File: src/sv/kscqp_pkg.sv
// Shared types, codes and functions of the key scan code queue pacer.
// Holds the character-to-scan-code table and the ring slot arithmetic.
// Depends on nothing; every other file but kscqp_ram imports it.
package kscqp_pkg;

    localparam int QUEUE_SLOTS = 16;
    localparam int SLOT_W      = $clog2(QUEUE_SLOTS);

    localparam int OPQ_DEPTH   = 2;
    localparam int OPQ_PTR_W   = $clog2(OPQ_DEPTH);
    localparam int OPQ_CNT_W   = $clog2(OPQ_DEPTH + 1);
    localparam int RESQ_DEPTH  = 2;
    localparam int RESQ_PTR_W  = $clog2(RESQ_DEPTH);
    localparam int RESQ_CNT_W  = $clog2(RESQ_DEPTH + 1);

    typedef logic [SLOT_W-1:0] t_slot;
    typedef logic [SLOT_W:0]   t_slot_wide;

    // input commands
    localparam logic [1:0] CMD_CHAR = 2'd0;
    localparam logic [1:0] CMD_RAW  = 2'd1;
    localparam logic [1:0] CMD_TICK = 2'd2;

    // classified operations between front and back
    localparam logic [1:0] OP_PUSH = 2'd0;
    localparam logic [1:0] OP_DROP = 2'd1;
    localparam logic [1:0] OP_TICK = 2'd2;
    localparam logic [1:0] OP_NOP  = 2'd3;

    // key actions
    localparam logic [1:0] ACT_NONE    = 2'd0;
    localparam logic [1:0] ACT_PRESS   = 2'd1;
    localparam logic [1:0] ACT_RELEASE = 2'd2;

    // configuration register indexes
    localparam logic [1:0] REG_ATTACHED = 2'd0;
    localparam logic [1:0] REG_HOLD     = 2'd1;
    localparam logic [1:0] REG_GAP      = 2'd2;

    localparam logic       RST_ATTACHED = 1'b1;
    localparam logic [3:0] RST_HOLD     = 4'd3;
    localparam logic [3:0] RST_GAP      = 4'd2;

    typedef struct packed {
        logic       attached;
        logic [3:0] hold;
        logic [3:0] gap;
    } t_cfg;

    typedef struct packed {
        logic [1:0] kind;
        logic [7:0] code;
    } t_op;

    typedef struct packed {
        logic [1:0] action;
        logic [7:0] code;
        logic       dropped;
        logic [3:0] count;
    } t_result;

    typedef struct packed {
        logic       hit;
        logic [7:0] code;
    } t_map;

    function automatic t_slot next_slot(input t_slot s);
        if (s == t_slot'(QUEUE_SLOTS - 1)) begin
            return '0;
        end
        return s + t_slot'(1);
    endfunction

    function automatic logic [3:0] queue_count(input t_slot w, input t_slot r);
        t_slot_wide d;
        if (w >= r) begin
            d = {1'b0, w} - {1'b0, r};
        end else begin
            d = {1'b0, w} + t_slot_wide'(QUEUE_SLOTS) - {1'b0, r};
        end
        return 4'(d);
    endfunction

    // Delete maps as backspace; uppercase letters take the lowercase code plus shift.
    function automatic t_map map_char(input logic [7:0] ch);
        logic [7:0] c;
        logic [7:0] extra;
        t_map       m;
        c     = ch;
        extra = 8'h00;
        m.hit = 1'b1;
        if (c == 8'h7F) begin
            c = 8'h08;
        end
        if (c >= 8'h41 && c <= 8'h5A) begin
            c     = c + 8'h20;
            extra = 8'h40;
        end
        unique case (c)
            8'h6C: m.code = 8'h00;
            8'h6A: m.code = 8'h01;
            8'h3B: m.code = 8'h02;
            8'h6B: m.code = 8'h05;
            8'h2B: m.code = 8'h06;
            8'h2A: m.code = 8'h07;
            8'h6F: m.code = 8'h08;
            8'h70: m.code = 8'h0A;
            8'h75: m.code = 8'h0B;
            8'h0D: m.code = 8'h0C;
            8'h69: m.code = 8'h0D;
            8'h2D: m.code = 8'h0E;
            8'h3D: m.code = 8'h0F;
            8'h76: m.code = 8'h10;
            8'h63: m.code = 8'h12;
            8'h62: m.code = 8'h15;
            8'h78: m.code = 8'h16;
            8'h7A: m.code = 8'h17;
            8'h34: m.code = 8'h18;
            8'h33: m.code = 8'h1A;
            8'h36: m.code = 8'h1B;
            8'h1B: m.code = 8'h1C;
            8'h35: m.code = 8'h1D;
            8'h32: m.code = 8'h1E;
            8'h31: m.code = 8'h1F;
            8'h2C: m.code = 8'h20;
            8'h20: m.code = 8'h21;
            8'h2E: m.code = 8'h22;
            8'h6E: m.code = 8'h23;
            8'h6D: m.code = 8'h25;
            8'h2F: m.code = 8'h26;
            8'h72: m.code = 8'h28;
            8'h65: m.code = 8'h2A;
            8'h79: m.code = 8'h2B;
            8'h09: m.code = 8'h2C;
            8'h74: m.code = 8'h2D;
            8'h77: m.code = 8'h2E;
            8'h71: m.code = 8'h2F;
            8'h39: m.code = 8'h30;
            8'h30: m.code = 8'h32;
            8'h37: m.code = 8'h33;
            8'h08: m.code = 8'h34;
            8'h38: m.code = 8'h35;
            8'h3C: m.code = 8'h36;
            8'h3E: m.code = 8'h37;
            8'h66: m.code = 8'h38;
            8'h68: m.code = 8'h39;
            8'h64: m.code = 8'h3A;
            8'h67: m.code = 8'h3D;
            8'h73: m.code = 8'h3E;
            8'h61: m.code = 8'h3F;
            8'h21: m.code = 8'h5F;
            8'h22: m.code = 8'h5E;
            8'h23: m.code = 8'h5A;
            8'h24: m.code = 8'h58;
            8'h25: m.code = 8'h5D;
            8'h26: m.code = 8'h5B;
            8'h27: m.code = 8'h73;
            8'h40: m.code = 8'h75;
            8'h28: m.code = 8'h70;
            8'h29: m.code = 8'h72;
            8'h3A: m.code = 8'h42;
            8'h5C: m.code = 8'h46;
            8'h5E: m.code = 8'h47;
            8'h5F: m.code = 8'h4E;
            8'h7C: m.code = 8'h4F;
            8'h3F: m.code = 8'h66;
            8'h5B: m.code = 8'h60;
            8'h5D: m.code = 8'h62;
            default: begin
                m.hit  = 1'b0;
                m.code = 8'h00;
            end
        endcase
        m.code = m.code | extra;
        return m;
    endfunction

endpackage

File: src/sv/kscqp_ram.sv
// Generic single-write, single-read RAM with registered read data.
// Standalone; no package dependency.
module kscqp_ram #(
    parameter int WIDTH = 8,
    parameter int DEPTH = 16
) (
    input  logic                     i_clk,
    input  logic                     i_we,
    input  logic [$clog2(DEPTH)-1:0] i_waddr,
    input  logic [WIDTH-1:0]         i_wdata,
    input  logic                     i_re,
    input  logic [$clog2(DEPTH)-1:0] i_raddr,
    output logic [WIDTH-1:0]         o_rdata
);
    logic [WIDTH-1:0] r_mem [DEPTH];
    logic [WIDTH-1:0] r_rdata;

    always_ff @(posedge i_clk) begin
        if (i_we) begin
            r_mem[i_waddr] <= i_wdata;
        end
        if (i_re) begin
            r_rdata <= r_mem[i_raddr];
        end
    end

    assign o_rdata = r_rdata;
endmodule

File: src/sv/kscqp_front.sv
// Front end: accepts input beats and classifies them into queue operations.
// Translates host characters through the table in kscqp_pkg.
module kscqp_front (
    input  logic              i_push,
    input  logic              i_opq_full,
    input  logic [1:0]        i_cmd,
    input  logic [7:0]        i_char_code,
    input  logic [7:0]        i_raw_code,
    input  kscqp_pkg::t_cfg   i_cfg,
    output logic              o_full,
    output logic              o_op_push,
    output kscqp_pkg::t_op    o_op
);
    import kscqp_pkg::*;

    t_map c_map;

    assign c_map     = map_char(i_char_code);
    assign o_full    = i_opq_full;
    assign o_op_push = i_push && !i_opq_full;

    always_comb begin
        o_op.code = i_raw_code;
        unique case (i_cmd)
            CMD_CHAR: begin
                o_op.code = c_map.code;
                o_op.kind = (i_cfg.attached && c_map.hit) ? OP_PUSH : OP_DROP;
            end
            CMD_RAW:  o_op.kind = i_cfg.attached ? OP_PUSH : OP_DROP;
            CMD_TICK: o_op.kind = OP_TICK;
            default:  o_op.kind = OP_NOP;
        endcase
    end
endmodule

File: src/sv/kscqp_opq.sv
// Short operation queue between front and back ends.
// Uses t_op and depth constants from kscqp_pkg.
module kscqp_opq (
    input  logic            i_clk,
    input  logic            i_rst_n,
    input  logic            i_push,
    input  kscqp_pkg::t_op  i_op,
    output logic            o_full,
    input  logic            i_pop,
    output logic            o_valid,
    output kscqp_pkg::t_op  o_op
);
    import kscqp_pkg::*;

    t_op                  r_mem [OPQ_DEPTH];
    logic [OPQ_PTR_W-1:0] r_wp, r_rp;
    logic [OPQ_CNT_W-1:0] r_cnt;

    assign o_full  = (r_cnt == OPQ_CNT_W'(OPQ_DEPTH));
    assign o_valid = (r_cnt != '0);
    assign o_op    = r_mem[r_rp];

    always_ff @(posedge i_clk) begin
        if (i_push) begin
            r_mem[r_wp] <= i_op;
        end
    end

    always_ff @(posedge i_clk) begin
        if (!i_rst_n) begin
            r_wp  <= '0;
            r_rp  <= '0;
            r_cnt <= '0;
        end else begin
            if (i_push) begin
                r_wp <= r_wp + OPQ_PTR_W'(1);
            end
            if (i_pop) begin
                r_rp <= r_rp + OPQ_PTR_W'(1);
            end
            if (i_push && !i_pop) begin
                r_cnt <= r_cnt + OPQ_CNT_W'(1);
            end else if (!i_push && i_pop) begin
                r_cnt <= r_cnt - OPQ_CNT_W'(1);
            end
        end
    end
endmodule

File: src/sv/kscqp_back.sv
// Back end: runs queue operations against the code ring and paces key presses.
// Depends on kscqp_pkg and one kscqp_ram instance for the code store.
module kscqp_back (
    input  logic                i_clk,
    input  logic                i_rst_n,
    input  kscqp_pkg::t_cfg     i_cfg,
    input  logic                i_op_valid,
    input  kscqp_pkg::t_op      i_op,
    output logic                o_op_pop,
    input  logic                i_res_full,
    output logic                o_res_push,
    output kscqp_pkg::t_result  o_res
);
    import kscqp_pkg::*;

    localparam logic ST_RUN  = 1'b0;
    localparam logic ST_READ = 1'b1;

    logic       r_state, n_state;
    t_slot      r_rd_slot, n_rd_slot;
    t_slot      r_wr_slot, n_wr_slot;
    logic [3:0] r_hold_left, n_hold_left;
    logic [3:0] r_gap_left, n_gap_left;

    logic       c_we, c_re;
    logic [7:0] c_rdata;
    t_slot      c_wr_next;

    kscqp_ram #(
        .WIDTH (8),
        .DEPTH (QUEUE_SLOTS)
    ) u_code_store (
        .i_clk   (i_clk),
        .i_we    (c_we),
        .i_waddr (r_wr_slot),
        .i_wdata (i_op.code),
        .i_re    (c_re),
        .i_raddr (r_rd_slot),
        .o_rdata (c_rdata)
    );

    assign c_wr_next = next_slot(r_wr_slot);

    always_comb begin
        n_state        = r_state;
        n_rd_slot      = r_rd_slot;
        n_wr_slot      = r_wr_slot;
        n_hold_left    = r_hold_left;
        n_gap_left     = r_gap_left;
        c_we           = 1'b0;
        c_re           = 1'b0;
        o_op_pop       = 1'b0;
        o_res_push     = 1'b0;
        o_res.action   = ACT_NONE;
        o_res.code     = 8'h00;
        o_res.dropped  = 1'b0;
        if (r_state == ST_READ) begin
            // code read last cycle; the ring pointers already moved
            n_state      = ST_RUN;
            o_res_push   = 1'b1;
            o_res.action = ACT_PRESS;
            o_res.code   = c_rdata;
        end else if (i_op_valid && !i_res_full) begin
            o_op_pop   = 1'b1;
            o_res_push = 1'b1;
            unique case (i_op.kind)
                OP_PUSH: begin
                    if (c_wr_next == r_rd_slot) begin
                        o_res.dropped = 1'b1;
                    end else begin
                        c_we      = 1'b1;
                        n_wr_slot = c_wr_next;
                    end
                end
                OP_DROP: o_res.dropped = 1'b1;
                OP_TICK: begin
                    priority if (r_hold_left != 4'd0) begin
                        n_hold_left = r_hold_left - 4'd1;
                        if (r_hold_left == 4'd1) begin
                            o_res.action = ACT_RELEASE;
                            n_gap_left   = i_cfg.gap;
                        end
                    end else if (r_gap_left != 4'd0) begin
                        n_gap_left = r_gap_left - 4'd1;
                    end else if (r_rd_slot != r_wr_slot) begin
                        // hold the result until the code comes out of the store
                        o_res_push  = 1'b0;
                        c_re        = 1'b1;
                        n_rd_slot   = next_slot(r_rd_slot);
                        n_hold_left = (i_cfg.hold == 4'd0) ? 4'd1 : i_cfg.hold;
                        n_state     = ST_READ;
                    end else begin
                        n_hold_left = r_hold_left;
                    end
                end
                default: o_res.dropped = 1'b0;
            endcase
        end
        o_res.count = queue_count(n_wr_slot, n_rd_slot);
    end

    always_ff @(posedge i_clk) begin
        if (!i_rst_n) begin
            r_state     <= ST_RUN;
            r_rd_slot   <= '0;
            r_wr_slot   <= '0;
            r_hold_left <= 4'd0;
            r_gap_left  <= 4'd0;
        end else begin
            r_state     <= n_state;
            r_rd_slot   <= n_rd_slot;
            r_wr_slot   <= n_wr_slot;
            r_hold_left <= n_hold_left;
            r_gap_left  <= n_gap_left;
        end
    end
endmodule

File: src/sv/kscqp_resq.sv
// Result queue in front of the output ports; parts back end from the consumer.
// Uses t_result and depth constants from kscqp_pkg.
module kscqp_resq (
    input  logic                i_clk,
    input  logic                i_rst_n,
    input  logic                i_push,
    input  kscqp_pkg::t_result  i_res,
    output logic                o_full,
    input  logic                i_pop,
    output logic                o_empty,
    output kscqp_pkg::t_result  o_res
);
    import kscqp_pkg::*;

    t_result               r_mem [RESQ_DEPTH];
    logic [RESQ_PTR_W-1:0] r_wp, r_rp;
    logic [RESQ_CNT_W-1:0] r_cnt;
    logic                  c_pop;

    assign o_full  = (r_cnt == RESQ_CNT_W'(RESQ_DEPTH));
    assign o_empty = (r_cnt == '0);
    assign o_res   = r_mem[r_rp];
    assign c_pop   = i_pop && !o_empty;

    always_ff @(posedge i_clk) begin
        if (i_push) begin
            r_mem[r_wp] <= i_res;
        end
    end

    always_ff @(posedge i_clk) begin
        if (!i_rst_n) begin
            r_wp  <= '0;
            r_rp  <= '0;
            r_cnt <= '0;
        end else begin
            if (i_push) begin
                r_wp <= r_wp + RESQ_PTR_W'(1);
            end
            if (c_pop) begin
                r_rp <= r_rp + RESQ_PTR_W'(1);
            end
            if (i_push && !c_pop) begin
                r_cnt <= r_cnt + RESQ_CNT_W'(1);
            end else if (!i_push && c_pop) begin
                r_cnt <= r_cnt - RESQ_CNT_W'(1);
            end
        end
    end
endmodule

File: src/sv/key_scan_code_queue_pacer.sv
// Top level of the key scan code queue pacer: config registers and the
// front end, operation queue, back end and result queue. Depends on kscqp_pkg.
//
//   channel   handshake            payload
//   input     push / full          i_cmd, i_char_code, i_raw_code
//   result    empty / pop          o_key_action, o_key_code, o_dropped, o_queue_count
//   config    cfg_valid/cfg_ready  i_cfg_index, i_cfg_data
//
// One input beat enters per cycle while the two-entry operation queue has room.
// The back end retires one operation per cycle while the result queue has room;
// a press waits in a read state for the registered read of the code store RAM.
// Each result enters the result queue and reaches the ports once earlier ones pop.
// Reset clears pointers and pacing counters and loads the default config; the code store is not cleared.
// full rises when the operation queue holds two beats, which happens when the
// result queue is full or a press read is in flight.
module key_scan_code_queue_pacer (
    input  logic       i_clk,
    input  logic       i_rst_n,
    input  logic       push,
    output logic       full,
    input  logic [1:0] i_cmd,
    input  logic [7:0] i_char_code,
    input  logic [7:0] i_raw_code,
    output logic       empty,
    input  logic       pop,
    output logic [1:0] o_key_action,
    output logic [7:0] o_key_code,
    output logic       o_dropped,
    output logic [3:0] o_queue_count,
    input  logic       cfg_valid,
    output logic       cfg_ready,
    input  logic [1:0] i_cfg_index,
    input  logic [3:0] i_cfg_data
);
    import kscqp_pkg::*;

    t_cfg    r_cfg;
    t_op     c_front_op, c_back_op;
    logic    c_op_push, c_opq_full, c_op_valid, c_op_pop;
    logic    c_res_push, c_res_full;
    t_result c_back_res, c_out_res;

    assign cfg_ready = 1'b1;

    always_ff @(posedge i_clk) begin
        if (!i_rst_n) begin
            r_cfg.attached <= RST_ATTACHED;
            r_cfg.hold     <= RST_HOLD;
            r_cfg.gap      <= RST_GAP;
        end else if (cfg_valid) begin
            unique case (i_cfg_index)
                REG_ATTACHED: r_cfg.attached <= i_cfg_data[0];
                REG_HOLD:     r_cfg.hold     <= i_cfg_data;
                REG_GAP:      r_cfg.gap      <= i_cfg_data;
                default:      r_cfg          <= r_cfg;
            endcase
        end
    end

    kscqp_front u_front (
        .i_push      (push),
        .i_opq_full  (c_opq_full),
        .i_cmd       (i_cmd),
        .i_char_code (i_char_code),
        .i_raw_code  (i_raw_code),
        .i_cfg       (r_cfg),
        .o_full      (full),
        .o_op_push   (c_op_push),
        .o_op        (c_front_op)
    );

    kscqp_opq u_opq (
        .i_clk   (i_clk),
        .i_rst_n (i_rst_n),
        .i_push  (c_op_push),
        .i_op    (c_front_op),
        .o_full  (c_opq_full),
        .i_pop   (c_op_pop),
        .o_valid (c_op_valid),
        .o_op    (c_back_op)
    );

    kscqp_back u_back (
        .i_clk      (i_clk),
        .i_rst_n    (i_rst_n),
        .i_cfg      (r_cfg),
        .i_op_valid (c_op_valid),
        .i_op       (c_back_op),
        .o_op_pop   (c_op_pop),
        .i_res_full (c_res_full),
        .o_res_push (c_res_push),
        .o_res      (c_back_res)
    );

    kscqp_resq u_resq (
        .i_clk   (i_clk),
        .i_rst_n (i_rst_n),
        .i_push  (c_res_push),
        .i_res   (c_back_res),
        .o_full  (c_res_full),
        .i_pop   (pop),
        .o_empty (empty),
        .o_res   (c_out_res)
    );

    assign o_key_action  = c_out_res.action;
    assign o_key_code    = c_out_res.code;
    assign o_dropped     = c_out_res.dropped;
    assign o_queue_count = c_out_res.count;
endmodule

File: config.mk
export PLATFORM = sky130hd
export DESIGN_NAME = key_scan_code_queue_pacer
export DESIGN_NICKNAME = d
export VERILOG_FILES = /design/src/sv/kscqp_pkg.sv /design/src/sv/kscqp_ram.sv /design/src/sv/kscqp_front.sv /design/src/sv/kscqp_opq.sv /design/src/sv/kscqp_back.sv /design/src/sv/kscqp_resq.sv /design/src/sv/key_scan_code_queue_pacer.sv
export SDC_FILE = /design/constraint.sdc
export NUM_CORES = 1
export LEC_CHECK = 0
export BUFFER_PORTS_ARGS = -buffer_cell sky130_fd_sc_hd__buf_2
export CORE_UTILIZATION = 55
export DETAILED_ROUTE_END_ITERATION = 12
export GPL_TIMING_DRIVEN = 0
export PLACE_DENSITY = 0.73
export SLEW_MARGIN = 10
export SYNTH_ARGS = -nofsm -noshare
export SYNTH_HDL_FRONTEND = slang
export SYNTH_SLANG_ARGS = --single-unit
File: constraint.sdc
create_clock -name i_clk -period 8 [get_ports i_clk]
set_clock_uncertainty 0.05 [all_clocks]
set_input_delay 0.4 -clock i_clk [delete_from_list [all_inputs] [get_ports i_clk]]
set_output_delay 0.4 -clock i_clk [all_outputs]
set_load 0.05 [all_outputs]
==> metrics.yaml <==
outcome: "complete, no violations"
syn_avg_cell_area_um2: 13.30
max_freq_ghz: 0.2648
synth.net_count: 863
worstSetupPathType: "input port to flip-flop"
cts_buffers: 23
powerDensity_nw_per_um2: 272.2
clkTransAtPathRegs_ps: 60
clockBufferDepth: 3
htreeDepth: 1
viasPerCell: 6.228
drc: 0
grt_pass1_vias: 6949
routabilityCongestion: 1.017
synth_area_leader_cell: "edfxtp_1"
vdd_drop_max_v: 0.0001397
cts_tree: "yes"
rows: 51
synth_async_sr_flop_share: 0
syn_to_final_growth_pct: 11.67
relSlewSlack: 0.2307
diodes: 0
yosys-top-cells-area: "edfxtp_1 (51%), mux4_2 (8.3%), dfxtp_1 (6.6%)"
place_hpwl_um: 17100
drtIter0Drc: 830
finalCritPeriodShare: 0.4721
core_um2: 19460
setup-violations-final: 0
cap_viol_max_count: 0
start_util: 0.5596
drt-total-wl_um: 25170
layout-drive-gt1-share: 0.2158
yosysWarnings: 0
dr.pass1.iters: 6
tns_ps: 0
netlist_top_cells_count: "edfxtp_1 (186), nor2_1 (62), nand2_1 (47), mux4_2 (40), dfxtp_1 (36)"
arrival_ps: 4050
vias: 7249
multi_input_area_um2: 4219
wl_per_cell_um: 21.63
seqCellArea_um2: 6306
synth-edff-count: 186
layout_min_cycle_time_ps: 3777
fin_util: 0.6249
hold_viol_final: 0
worstPathRequired_ps: 8280
r2r_cells: 13
fp.dieW_um: 142.7
final_max_slew_viol_count: 0
crit_path_end_kind: "flip-flop"
io_buffers: 39
clkLatencyLatePin_ps: 520
postSynthCellCount: 819
syn_area_um2: 10890
synth_top_area_share: 0.5128
rsz0062_at_grt: "false"
cts_hold_buf: 0
grt_max_degree: 17
grt_overflow: 0
p_leak_nw: 4.158
hold_class: "input port to flip-flop"
pin_count: 47
worstMarginPinSlew_ps: 1150
startpoint_type: "input port"
nNetsFinal: 927
cts-resized-gates: 0
die-area_um2: 20370
clockRootBuffer: "clkbuf_16"
cts_setup_buffers: 0
cp_max_fo: 10
fp.dieH_um: 142.7
track_usage: 0.2563
antenna_left: 0
ff2ff_setup_slack_ps: 4360
cts_num_sinks: 222
grt_pass1_wl_um: 38960
nFillCells: 1446
ys.flop_type: "edfxtp_1"
synth_seq_cells: 222
yosysUniqueCellTypes: 93
min_path_cells: 3
yosysMostFrequentCell: "edfxtp_1"
synth_seq_area_share: 0.5790
antenna_found_initial: 0
[cells in the final DEF, fill, tap and decap left out, types with 5 or more instances in the layout]
cell,instances
a21boi_0,7
a21o_1,5
a21oi_1,29
a31oi_1,16
and2_1,19
buf_2,50
buf_6,7
clkbuf_1,37
clkbuf_16,23
clkinv_1,7
dfxtp_1,36
edfxtp_1,186
ha_1,14
inv_1,24
mux2_2,25
mux2i_1,14
mux4_2,40
nand2_1,47
nand2b_1,8
nand3_1,9
nand4_1,5
nor2_1,62
nor2b_1,19
nor3_1,18
nor3b_1,5
o21a_1,7
o21ai_0,29
o21ai_1,6
o22ai_1,6
or3_1,5
xnor2_1,10
xor2_1,11
[metal layers]
layer	share of wire	global-route usage	wire length [um]
met1	0.40	0.3429	10180
met2	0.49	0.4239	12250
met3	0.082	0.04359	2059
met4	0.027	0.08942	684
met5	0	0	0
[per-stage QoR]
stage	total power [mW]	instances	worst slack, ps	area (um^2)	hold WS (ps)
final	3.311	1164	4223	12160	78.08
after global routing	3.449	1164	4186	12160	79.07
after floorplan	2.111	819	4672	10890	388.5
after detailed placement	2.303	1123	3908	11430	411.8
after CTS	3.324	1164	4363	12150	65.15
after global placement	2.283	1123	3855	11420	409.1
[path summary, 6_finish.rpt]
kind                                           from                 end
worst min register to register             r_cfg[1]            r_cfg[1]
worst max-delay path                 i_char_code[5]   u_opq.r_mem[1][8]
worst min-delay path                  i_cfg_data[1]            r_cfg[5]
worst max register to register  u_back.r_wr_slot[0]  u_resq.r_mem[0][3]
[state kept, by name, summed over array words and instances (netlist names), 8 cells and up, named ones only]
| signal | count |
|---|---|
| u_back.u_code_store.o_rdata | 8 |
| u_resq.r_mem | 30 |
| u_opq.r_mem | 20 |
| u_back.u_code_store.r_mem | 128 |
| r_cfg | 9 |
[worst max-delay path, cell delays in order]
cell and delay, ps:
buf_2 160, buf_2 230, nand4b_1 150, buf_2 220, o21ai_0 360, inv_1 100
ha_1 320, nor2b_1 140, o211ai_1 460, a211o_2 230, buf_6 150, o22ai_2 120
a21o_1 240, a2111oi_2 390, nand2_1 150, o21ai_1 230
[final cells by class]
| class | count | area share |
|---|---|---|
| plain buffers | 55 | 0.02366 |
| clock buffers | 28 | 0.04886 |
| clock inverters | 13 | 0.01049 |
| inverters | 27 | 0.008332 |
| multi-input cells | 515 | 0.3469 |
| flip-flops and latches | 222 | 0.5185 |
| well taps | 265 | 0.02726 |
| repair buffers | 39 | 0.01605 |
[cell families after synthesis]
family                     Yosys count  share of synthesized area
and+or+nand+nor                    239                     0.1197
DFF                                222                     0.5790
AOI/OAI and AO/OA                  160                     0.1090
buffers and inverters               82                    0.03573
muxes                               79                     0.1214
xor gates and xnor gates            21                    0.01689
adders and majority gates           15                    0.01792
other                                1                  0.0003443
[power breakdown]
| group | switching [mW] | total (mW) | internal [mW] |
|---|---|---|---|
| sequential | 0.0398 | 1.49 | 1.45 |
| clock | 0.429 | 1.03 | 0.597 |
| combinational | 0.537 | 0.797 | 0.261 |
No activity file was read; power rests on OpenSTA's default activity.
